### config.mk
export PLATFORM = sky130hd
export DESIGN_NAME = seconds_to_calendar_breakdown
export DESIGN_NICKNAME = d
export VERILOG_FILES = /design/src/sv/cstb_pkg.sv /design/src/sv/seconds_to_calendar_breakdown.sv /design/src/sv/cstb_subunit.sv /design/src/sv/cstb_core.sv
export SDC_FILE = /design/constraint.sdc
export NUM_CORES = 1
export LEC_CHECK = 0
export ABC_CLOCK_PERIOD_IN_PS = 7300
export BUFFER_PORTS_ARGS = -buffer_cell sky130_fd_sc_hd__buf_4
export CAP_MARGIN = 40
export CORE_ASPECT_RATIO = 0.75
export CORE_MARGIN = 3
export CORE_UTILIZATION = 47
export DETAILED_ROUTE_END_ITERATION = 12
export GPL_TIMING_DRIVEN = 0
export PLACE_DENSITY = 0.68
export SYNTH_ARGS = -nofsm -noshare
export SYNTH_HDL_FRONTEND = slang
export SYNTH_SLANG_ARGS = --single-unit
export TNS_END_PERCENT = 5
### constraint.sdc
create_clock -name clk -period 7.3 [get_ports clk]
set_clock_uncertainty 0.2 [all_clocks]
set_input_delay 0.73 -clock clk [delete_from_list [all_inputs] [get_ports clk]]
set_output_delay 0.73 -clock clk [all_outputs]
set_load 0.01 [all_outputs]
### src/sv/cstb_pkg.sv
// shared constants and transaction types for the seconds to calendar breakdown block
package cstb_pkg;

  // width of the incoming second count
  localparam int SECONDS_BITS = 32;

  // shared subtractor width: covers a full leap year of seconds and the input count
  localparam int UNIT_W = (SECONDS_BITS > 26) ? SECONDS_BITS : 26;

  // largest year offset (2199)
  localparam logic [8:0] MAX_OFFSET = 9'd299;

  // second counts of the calendar units
  localparam logic [24:0] YEAR_SECS      = 25'd31536000;
  localparam logic [24:0] LEAP_YEAR_SECS = 25'd31622400;
  localparam logic [16:0] DAY_SECS       = 17'd86400;
  localparam logic [11:0] HOUR_SECS      = 12'd3600;
  localparam logic [5:0]  MIN_SECS       = 6'd60;

  // quotient widths of the restoring division passes
  localparam logic [3:0] YDAY_QBITS = 4'd9;
  localparam logic [3:0] HOUR_QBITS = 4'd5;
  localparam logic [3:0] MIN_QBITS  = 4'd6;

  // last month index
  localparam logic [3:0] LAST_MONTH = 4'd11;

  typedef struct packed {
    logic [8:0]              ref_year_offset;
    logic [SECONDS_BITS-1:0] seconds_since_ref;
  } in_t;

  typedef struct packed {
    logic [8:0] year_offset;
    logic [8:0] day_of_year;
    logic [3:0] month_index;
    logic [4:0] day_of_month;
    logic [4:0] hour_of_day;
    logic [5:0] minute_of_hour;
    logic [5:0] second_of_minute;
    logic [2:0] weekday;
    logic       range_error;
  } out_t;

endpackage

### src/sv/seconds_to_calendar_breakdown.sv
// sequence: one year step per cycle for each whole year crossed, then 9 + 5 + 6 restoring division
// steps and up to 12 month steps, all on one shared subtractor
// throughput: one transaction at a time, the next is taken once the result enters the output register
// reset: synchronous active-low rst_n clears the sequencer and the output valid
module seconds_to_calendar_breakdown (
  input  logic            clk,
  input  logic            rst_n,
  input  logic            in_valid,
  output logic            in_stall,
  input  cstb_pkg::in_t   in_data,
  output logic            out_valid,
  input  logic            out_stall,
  output cstb_pkg::out_t  out_data
);

  logic           busy;
  logic           res_valid;
  logic           res_take;
  cstb_pkg::out_t res;
  logic           out_valid_r, out_valid_nxt;
  cstb_pkg::out_t out_data_r, out_data_nxt;

  assign in_stall = busy;

  // output slot is free when empty or being drained this cycle
  assign res_take = !out_valid_r || !out_stall;

  cstb_core u_core (
    .clk        (clk),
    .rst_n      (rst_n),
    .start      (in_valid),
    .start_data (in_data),
    .busy       (busy),
    .res_valid  (res_valid),
    .res_take   (res_take),
    .res        (res)
  );

  // output register
  always_comb begin
    out_valid_nxt = out_valid_r;
    out_data_nxt  = out_data_r;
    if (res_valid && res_take) begin
      out_valid_nxt = 1'b1;
      out_data_nxt  = res;
    end else if (out_valid_r && !out_stall) begin
      out_valid_nxt = 1'b0;
    end
  end

  always_ff @(posedge clk) begin
    if (!rst_n) begin
      out_valid_r <= 1'b0;
    end else begin
      out_valid_r <= out_valid_nxt;
    end
  end

  always_ff @(posedge clk) begin
    out_data_r <= out_data_nxt;
  end

  assign out_valid = out_valid_r;
  assign out_data  = out_data_r;

endmodule

### src/sv/cstb_subunit.sv
// shared subtract and compare unit used by every step of the sequencer
module cstb_subunit (
  input  logic [cstb_pkg::UNIT_W-1:0] op_a,
  input  logic [cstb_pkg::UNIT_W-1:0] op_b,
  output logic [cstb_pkg::UNIT_W-1:0] diff,
  output logic                        ge
);

  // one wide subtract, borrow gives the compare
  logic [cstb_pkg::UNIT_W:0] full_diff;

  assign full_diff = {1'b0, op_a} - {1'b0, op_b};
  assign diff      = full_diff[cstb_pkg::UNIT_W-1:0];
  assign ge        = ~full_diff[cstb_pkg::UNIT_W];

endmodule

### src/sv/cstb_core.sv
// sequencer and working registers: year walk, division passes, month walk
module cstb_core (
  input  logic            clk,
  input  logic            rst_n,
  input  logic            start,
  input  cstb_pkg::in_t   start_data,
  output logic            busy,
  output logic            res_valid,
  input  logic            res_take,
  output cstb_pkg::out_t  res
);

  localparam logic [2:0] ST_IDLE = 3'd0;
  localparam logic [2:0] ST_YEAR = 3'd1;
  localparam logic [2:0] ST_YDAY = 3'd2;
  localparam logic [2:0] ST_HOUR = 3'd3;
  localparam logic [2:0] ST_MIN  = 3'd4;
  localparam logic [2:0] ST_MON  = 3'd5;
  localparam logic [2:0] ST_FIN  = 3'd6;

  // gregorian leap test for offsets 0..299 from 1900
  function automatic logic leap_of(input logic [8:0] off);
    return (off[1:0] == 2'd0) && (off != 9'd0) && (off != 9'd200);
  endfunction

  // value mod 7 by folding octal digits (8 is 1 mod 7)
  function automatic logic [2:0] mod7(input logic [8:0] x);
    logic [4:0] s1;
    logic [3:0] s2;
    s1 = 5'(x[8:6]) + 5'(x[5:3]) + 5'(x[2:0]);
    s2 = 4'(s1[4:3]) + 4'(s1[2:0]);
    return (s2 >= 4'd7) ? 3'(s2 - 4'd7) : 3'(s2);
  endfunction

  // weekday of january 1 of year 1900 + off, 1900 was a monday
  function automatic logic [2:0] jan1_weekday(input logic [8:0] off);
    logic [8:0] leaps;
    leaps = (off == 9'd0) ? 9'd0 :
            (((off - 9'd1) >> 2) - ((off > 9'd200) ? 9'd1 : 9'd0));
    return mod7(9'd1 + off + leaps);
  endfunction

  // days in month, february stretched in leap years
  function automatic logic [4:0] month_len(input logic [3:0] mon, input logic leap);
    logic [4:0] len;
    unique case (mon)
      4'd1:                       len = leap ? 5'd29 : 5'd28;
      4'd3, 4'd5, 4'd8, 4'd10:    len = 5'd30;
      default:                    len = 5'd31;
    endcase
    return len;
  endfunction

  logic [2:0]                  state_r, state_nxt;
  logic [8:0]                  off_r, off_nxt;
  logic [cstb_pkg::UNIT_W-1:0] rem_r, rem_nxt;
  logic [2:0]                  wd_r, wd_nxt;
  logic [3:0]                  k_r, k_nxt;
  logic [8:0]                  yday_r, yday_nxt;
  logic [4:0]                  hour_r, hour_nxt;
  logic [5:0]                  min_r, min_nxt;
  logic [5:0]                  sec_r, sec_nxt;
  logic [3:0]                  mon_r, mon_nxt;
  logic                        err_r, err_nxt;

  logic [cstb_pkg::UNIT_W-1:0] op_b;
  logic [cstb_pkg::UNIT_W-1:0] diff;
  logic                        ge;
  logic                        leap;
  logic [3:0]                  wd_step;

  assign leap = leap_of(off_r);

  // divisor or subtrahend for the current step
  always_comb begin
    unique case (state_r)
      ST_YEAR: op_b = leap ? cstb_pkg::UNIT_W'(cstb_pkg::LEAP_YEAR_SECS)
                           : cstb_pkg::UNIT_W'(cstb_pkg::YEAR_SECS);
      ST_YDAY: op_b = cstb_pkg::UNIT_W'(cstb_pkg::DAY_SECS) << k_r;
      ST_HOUR: op_b = cstb_pkg::UNIT_W'(cstb_pkg::HOUR_SECS) << k_r;
      ST_MIN:  op_b = cstb_pkg::UNIT_W'(cstb_pkg::MIN_SECS) << k_r;
      ST_MON:  op_b = cstb_pkg::UNIT_W'(month_len(mon_r, leap));
      default: op_b = '0;
    endcase
  end

  cstb_subunit u_sub (
    .op_a (rem_r),
    .op_b (op_b),
    .diff (diff),
    .ge   (ge)
  );

  // weekday advance over one whole year
  assign wd_step = 4'(wd_r) + (leap ? 4'd2 : 4'd1);

  // sequencer
  always_comb begin
    state_nxt = state_r;
    off_nxt   = off_r;
    rem_nxt   = rem_r;
    wd_nxt    = wd_r;
    k_nxt     = k_r;
    yday_nxt  = yday_r;
    hour_nxt  = hour_r;
    min_nxt   = min_r;
    sec_nxt   = sec_r;
    mon_nxt   = mon_r;
    err_nxt   = err_r;
    unique case (state_r)
      ST_IDLE: begin
        if (start) begin
          off_nxt   = start_data.ref_year_offset;
          rem_nxt   = cstb_pkg::UNIT_W'(start_data.seconds_since_ref);
          wd_nxt    = jan1_weekday(start_data.ref_year_offset);
          err_nxt   = start_data.ref_year_offset > cstb_pkg::MAX_OFFSET;
          state_nxt = (start_data.ref_year_offset > cstb_pkg::MAX_OFFSET) ? ST_FIN : ST_YEAR;
        end
      end
      ST_YEAR: begin
        if (ge) begin
          rem_nxt = diff;
          off_nxt = off_r + 9'd1;
          wd_nxt  = (wd_step >= 4'd7) ? 3'(wd_step - 4'd7) : 3'(wd_step);
          if (off_r == cstb_pkg::MAX_OFFSET) begin
            err_nxt   = 1'b1;
            state_nxt = ST_FIN;
          end
        end else begin
          k_nxt     = cstb_pkg::YDAY_QBITS - 4'd1;
          state_nxt = ST_YDAY;
        end
      end
      ST_YDAY: begin
        if (ge) rem_nxt = diff;
        yday_nxt = {yday_r[7:0], ge};
        if (k_r == 4'd0) begin
          k_nxt     = cstb_pkg::HOUR_QBITS - 4'd1;
          state_nxt = ST_HOUR;
        end else begin
          k_nxt = k_r - 4'd1;
        end
      end
      ST_HOUR: begin
        if (ge) rem_nxt = diff;
        hour_nxt = {hour_r[3:0], ge};
        if (k_r == 4'd0) begin
          k_nxt     = cstb_pkg::MIN_QBITS - 4'd1;
          state_nxt = ST_MIN;
        end else begin
          k_nxt = k_r - 4'd1;
        end
      end
      ST_MIN: begin
        if (ge) rem_nxt = diff;
        min_nxt = {min_r[4:0], ge};
        if (k_r == 4'd0) begin
          // leftover is the second, then reuse rem for the month walk
          sec_nxt   = ge ? diff[5:0] : rem_r[5:0];
          rem_nxt   = cstb_pkg::UNIT_W'(yday_r);
          mon_nxt   = 4'd0;
          state_nxt = ST_MON;
        end else begin
          k_nxt = k_r - 4'd1;
        end
      end
      ST_MON: begin
        if ((mon_r == cstb_pkg::LAST_MONTH) || !ge) begin
          state_nxt = ST_FIN;
        end else begin
          rem_nxt = diff;
          mon_nxt = mon_r + 4'd1;
        end
      end
      ST_FIN: begin
        if (res_take) state_nxt = ST_IDLE;
      end
      default: state_nxt = ST_IDLE;
    endcase
  end

  always_ff @(posedge clk) begin
    if (!rst_n) begin
      state_r <= ST_IDLE;
    end else begin
      state_r <= state_nxt;
    end
  end

  // working registers
  always_ff @(posedge clk) begin
    off_r  <= off_nxt;
    rem_r  <= rem_nxt;
    wd_r   <= wd_nxt;
    k_r    <= k_nxt;
    yday_r <= yday_nxt;
    hour_r <= hour_nxt;
    min_r  <= min_nxt;
    sec_r  <= sec_nxt;
    mon_r  <= mon_nxt;
    err_r  <= err_nxt;
  end

  assign busy      = (state_r != ST_IDLE);
  assign res_valid = (state_r == ST_FIN);

  // result assembly, all zero but the year and the error flag on a range error
  always_comb begin
    res = '0;
    if (err_r) begin
      res.year_offset = cstb_pkg::MAX_OFFSET;
      res.range_error = 1'b1;
    end else begin
      res.year_offset      = off_r;
      res.day_of_year      = yday_r;
      res.month_index      = mon_r;
      res.day_of_month     = rem_r[4:0] + 5'd1;
      res.hour_of_day      = hour_r;
      res.minute_of_hour   = min_r;
      res.second_of_minute = sec_r;
      res.weekday          = mod7(9'(wd_r) + yday_r);
    end
  end

endmodule

# [Word-level counts from Yosys, hierarchy flattened]
# Index checks and enable logic that the tools add are counted.
[word_totals] ff_bits=131 latchBits=0 ramBits=0 rom_bits=0 inputBits=45 out_inout_bits=50 memories=0
[classes] n_addsub=20 multipliers=0 div_mod_pow=0 order_cmp=5 n_eq_ne=26 shifts=3 n_mux=47 bitwise=1 reduce_logical=28
[ops] operator="one-hot mux 32 bit (5 select lines)" n=1
[ops] operator="two-way mux 32 bit" n=4
[ops] operator="one-hot mux 32 bit (4 select lines)" n=1
[ops] operator="two-way mux 3 bit" n=14
[ops] operator="subtractor 32 x 32 -> 33 bit" n=1
[ops] operator="<< shifter 12 x 4 -> 32 bit (first input constant)" n=1
[ops] operator="<< shifter 17 x 4 -> 32 bit (first input constant)" n=1
[ops] operator="<< shifter 6 x 4 -> 32 bit (first input constant)" n=1
[ops] operator="two-way mux 9 bit" n=3
[ops] operator="two-way mux 4 bit" n=6
[ops] operator="one-hot mux 3 bit (7 select lines)" n=1
[ops] operator="two-way mux 18 bit" n=1
[ops] operator="one-hot mux 9 bit (2 select lines)" n=1
[ops] operator="one-hot mux 4 bit (4 select lines)" n=1
[ops] operator="equality test 4 bit (second input constant)" n=3
[ops] operator=">= comparator 4 x 3 -> 1 bit (second input constant)" n=3
[ops] operator="!= test 2 x 1 -> 1 bit (second input constant)" n=6
[ops] operator="AND reduction 3 bit" n=4
[ops] operator="adder 5 x 3 -> 5 bit" n=2
[ops] operator="!= test 2 bit (second input constant)" n=5
[ops] operator="one-hot mux 5 bit (2 select lines)" n=1
[ops] operator="adder 1 x 9 -> 9 bit (first input constant)" n=1
[ops] operator="adder 3 x 9 -> 9 bit" n=1
[ops] operator="adder 9 x 1 -> 9 bit (second input constant)" n=1
[ops] operator="44 further kinds" n=66

# [Logic depth before layout (Yosys ltp)]
[logic_depth] depth_word=12 depth_mapped=31 mapped_depth_nobuf=31

# [By module]
# From an unflattened synthesis, not the netlist that was laid out.
[unflattened] hier_cells=1114 hier_area_um2=10475.0
[by_module_without_submodules] module="cstb_core" n_inst=1 cells_each=785 area_each_um2=7078.0
[by_module_without_submodules] module="cstb_subunit" n_inst=1 cells_each=276 area_each_um2=1914.3
[by_module_without_submodules] module="seconds_to_calendar_breakdown" n_inst=1 cells_each=53 area_each_um2=1482.7

# [Worst setup path after synthesis]
# Ideal clock, no wire load.
[synth_path] path_type="input port to flip-flop" startpoint="in in_data[33] in the netlist's numbering" endpoint="reg u_core.wd_r[1], data pin" setup_time_ns=0.270 t_arrival_ns=6.386 required_time_ns=6.830 path_slack_ns=0.444 path_stages=30 n_path_buf=0 path_cell_list="or3_1 > a211o_1 > a31o_2 > ha_1 > ha_1 > or2_2 > inv_1 > ha_1 > nor2b_1 > o21ai_0 > a21boi_0 > o21ai_0 > nand2b_1 > a21o_1 > a21oi_1 > xnor2_1 > fa_1 > ha_1 > a21o_1 > a21oi_1 > xor2_1 > ha_1 > inv_1 > fa_1 > inv_1 > ha_1 > nand2_1 > o21ai_0 > a21oi_1 > mux2i_1"
[synth_via] elab_chain_cells=12
[synth_lines] item="start, declared" line_no="seconds_to_calendar_breakdown.sv:10" rtl="input cstb_pkg::in_t in_data,"
[synth_lines] item="greater-than comparator 9 x 8 -> 1 bit" line_no="cstb_core.sv:39" rtl="(((off - 9'd1) >> 2) - ((off > 9'd200) ? 9'd1 : 9'd0));"
[synth_lines] item="two-way mux 1 bit" line_no="cstb_core.sv:39"
[synth_lines] item="subtractor 7 x 9 -> 9 bit" line_no="cstb_core.sv:39"
[synth_lines] item="two-way mux 9 bit" line_no="cstb_core.sv:38" rtl="leaps = (off == 9'd0) ? 9'd0 :"
[synth_lines] item="adder 9 bit (*)" line_no="cstb_core.sv:40" rtl="return mod7(9'd1 + off + leaps);"
[synth_lines] item="adder 3 x 3 -> 4 bit" line_no="cstb_core.sv:30" rtl="s1 = 5'(x[8:6]) + 5'(x[5:3]) + 5'(x[2:0]);"
[synth_lines] item="adder 5 x 3 -> 5 bit (*)" line_no="cstb_core.sv:30"
[synth_lines] item="adder 2 x 3 -> 4 bit (*)" line_no="cstb_core.sv:31" rtl="s2 = 4'(s1[4:3]) + 4'(s1[2:0]);"
[synth_lines] item=">= comparator 4 x 3 -> 1 bit / subtractor 3 bit (equally long branches)" line_no="cstb_core.sv:32" rtl="return (s2 >= 4'd7) ? 3'(s2 - 4'd7) : 3'(s2);"
[synth_lines] item="two-way mux 3 bit (*)" line_no="cstb_core.sv:32"
[synth_lines] item="two-way mux 3 bit (*)" line_no="cstb_core.sv:112" rtl="if (start) begin"
[synth_lines] item="one-hot mux 3 bit (2 select lines) (*)" line_no="cstb_core.sv:110" rtl="unique case (state_r)"
[synth_lines] item="net u_core.wd_nxt[1]" line_no="cstb_core.sv:57" rtl="logic [2:0] wd_r, wd_nxt;"
[synth_lines] item="end signal, assigned" line_no="cstb_core.sv:194" rtl="wd_r <= wd_nxt;"
[synth_lines] item="end, declared" line_no="cstb_core.sv:57"
# The timed path passes the listed nets; every way through them passes the cells marked *. The select of a mux whose other input is x is not followed.
# A chain may end at the register's enable or synchronous reset.

# [Final worst setup path]
# Same ends and word-level chain as after synthesis.

==> out/qor.csv <==
stage,metric,value,unit
floorplan,boundaryPins,95,
sta,setup_ws,385,ps
synthesis,synth_fp_nets,1176,
floorplan,dieWidth,174,µm
floorplan,die_h,132,µm
floorplan,core-area,20500,µm²
routing,first_pass_iters,5,
sta,finalMaxSlewViolations,0,
clock_tree,numCtsBuffers,17,
floorplan,num_rows,45,
place,io_buffers,93,
routing,vias,8660,
synthesis,yosysWarnings,0,
place,dp_slack,-271,ps
outcome,status,completed,
sta,hold_viol,0,
min_path,hold_path_depth,0,
finish,drive_above_1_share,15.4,%
sta,worst_slew_pin_slew,798,ps
finish,syn_to_final_growth,18.1,%
sta,tns,0,ps
sta,setup_viol,0,
min_path,hp-class,reg2reg,
worst_setup_path,critPathMaxFanout,5,
place,place_area,11100,µm²
synthesis,async_flop_share,0,%
synthesis,synth_xor_area_share,6.18,%
synthesis,syn_avg_cell_area,9.49,µm²
worst_setup_path,start_kind,input port,
finish,stdcell_count,1462,
routing,routedWlPerCell,18.7,µm
synthesis,synthesis.area,9920,µm²
clock_tree,ctsRootBufferMaster,clkbuf_16,
place,hpwlAfterDp,20.7,mm
clock_tree,htreeDepth,4,
clock_tree,cts_tree,done,
synthesis,synth_compound_area_share,22.0,%
worst_setup_path,worstSetupPathType,in2reg,
clock_tree,cts.sinks,131,
synthesis,synth.area.mux_share,1.80,%
worst_setup_path,path_common_cell,ha_1,
routing,drtIter0Drc,848,
synthesis,synth_top_family_by_area,compound AO/OA/AOI/OAI gates,
worst_setup_path,r2r_cells,21,
worst_setup_path,worst_ep_arrival_time,6860,ps
synthesis,synth-adder-area-share,11.5,%
routing,routed_wl,27.4,mm
synthesis,ys.flop_type,edfxtp_1,
global_routing,grtUsageTotal,23.4,%
worst_setup_path,slowest_delay,510,ps
routing,vias_per_cell,5.92,
place,place_congestion,0.969,
finish,final_cell_area,11700,µm²
synthesis,yosys_register_bits,131,
global_routing,grt_max_degree,20,
synthesis,synthSimpleGateAreaFrac,15.8,%
routing,drc,0,
clock_tree,clk_latency,430,ps
synthesis,yosysSeqAreaShare,39.2,%
finish,nets,1297,
worst_setup_path,slowest_stage,fa_1,
worst_setup_path,critPathCaptureType,register,
synthesis,postSynthCellCount,1046,
synthesis,synth_edf_count,127,
clock_tree,path_clk_slew,60,ps
floorplan,start_util,48.4,%
clock_tree,ctsLongestPathBuffers,2,
global_routing,antenna_found_initial,0,
sta,period_needed,6920,ps
global_routing,grt-ovfl-total,0,
flow_run,maxCapViolCount,0,
floorplan,die_area,22900,µm²
global_routing,grt_pass1_wl,43.1,mm
global_routing,grt_pass1_vias,8010,
worst_setup_path,crit_required,7240,ps
sta,fin_crit_sh,94.7,%
finish,antenna_cells,0,
sta,slew_headroom,46.5,%
place,dp_cells,1428,
routing,ant_nets,0,
sta,timing.fmax,145,MHz
synthesis,synth_cell_types,77,
[through the flow]
stage               utilization [%]  hold slack [ps]
floorplan                         -              218
global placement               53.6              223
detailed placement             54.0              229
CTS                            57.0              245
global route                   57.2              248
finish                         57.2              243
[cells in the mapped netlist, types with 6 or more instances]
cell / number / share of area (%)
a211oi_1: 6 / 0.45
a21boi_0: 6 / 0.45
a21o_1: 24 / 1.8
a21oi_1: 94 / 4.7
a22o_1: 8 / 0.71
a22oi_1: 23 / 1.7
a31oi_1: 9 / 0.57
and3_1: 10 / 0.63
buf_1: 8 / 0.30
clkbuf_1: 38 / 1.4
edfxtp_1: 127 / 38
fa_1: 10 / 2.0
ha_1: 75 / 9.5
inv_1: 37 / 1.4
mux2_2: 7 / 0.79
mux2i_1: 7 / 0.71
nand2_1: 84 / 3.2
nand2b_1: 13 / 0.82
nand3_1: 28 / 1.4
nor2_1: 90 / 3.4
nor2b_1: 42 / 2.6
nor3_1: 19 / 0.96
o211ai_1: 14 / 1.1
o21a_1: 13 / 0.98
o21ai_0: 61 / 3.1
o21bai_1: 6 / 0.45
o22ai_1: 9 / 0.57
or2_2: 9 / 0.57
xnor2_1: 36 / 3.2
xor2_1: 34 / 3.0
[area by class of cell]
class	count	area, µm²
fillers	1843	8770
plain buffers	50	199
inverters	40	150
repair buffers	102	790
flip-flops and latches	131	3890
clock inverters	15	191
multi-input cells	825	5720
well taps	282	353
clock buffers	17	425
[worst max-delay path, delay by kind of cell]
kind,cells,cell delay [ps]
xor+xnor,2,350
buf+inv,3,250
fa+ha+maj,9,2790
compound gates,9,1600
simple gates,5,1040
mux,1,100
[timing repair]
action                                  in CTS  in global routing
gates resized for setup                      0                 10
hold buffers                                 0                  0
endpoints found under the setup margin       0                  2
setup buffers                                0                  1
[cell families (layout without fill, tap and decap cells)]
group                    after synthesis  in the layout
multiplexers                          16             16
buffers and inverters                 90            224
flip-flops                           131            131
AND/OR/NAND/NOR                      325            325
adder cells (fa/ha/maj)               85             85
AO/OA/AOI/OAI                        329            329
XOR/XNOR                              70             70
[routing by layer]
layer | up-vias | global-route usage, % | part of all wire, %
met1 | 4115 | 37.1 | 49
met3 | 30 | 5.47 | 8.7
li1 | 4132 | - | -
met2 | 383 | 31.4 | 40
met5 | - | 0 | 0
met4 | 0 | 6.61 | 1.5
[flip-flops by register name (all words and copies together) (netlist names), 5 cells and up]
register and flops:
u_core.sec_r 6, u_core.yday_r 9, u_core.min_r 6, out_data 48
u_core.off_r 9, u_core.hour_r 5, u_core.rem_r 32
[final timing paths]
kind | endpoint | start | slack (ps)
max reg2reg | u_core.rem_r[30] | u_core.state_r[2] | 1280
max | u_core.wd_r[1] | in_data[33] | 380
min reg2reg | u_core.hour_r[1] | u_core.hour_r[0] | 240
min | u_core.hour_r[1] | u_core.hour_r[0] | 240
[cell usage in the layout (no fill, tap or decap), types with 6 or more instances in the layout]
cell type and instances:
nor3_1 19, buf_4 100, mux2i_1 7, nand2_1 84, xnor2_1 34, and3_1 10
o22ai_1 9, nor2b_1 42, buf_1 8, o21ai_1 6, ha_1 74, xor2_1 34
a211oi_1 6, or2_2 9, mux2_2 7, a22o_1 8, inv_1 37, o21ai_0 58
fa_1 10, o211ai_1 14, clkbuf_16 17, nand3_1 28, edfxtp_1 127, nor2_1 90
o21a_1 13, nand2b_1 13, a31oi_1 9, a21o_1 24, clkbuf_1 38, a22oi_1 23
o21bai_1 6, a21oi_1 92
Power is not shown: default switching activity piles up to over one toggle a cycle in this logic, so the estimate is an artifact.
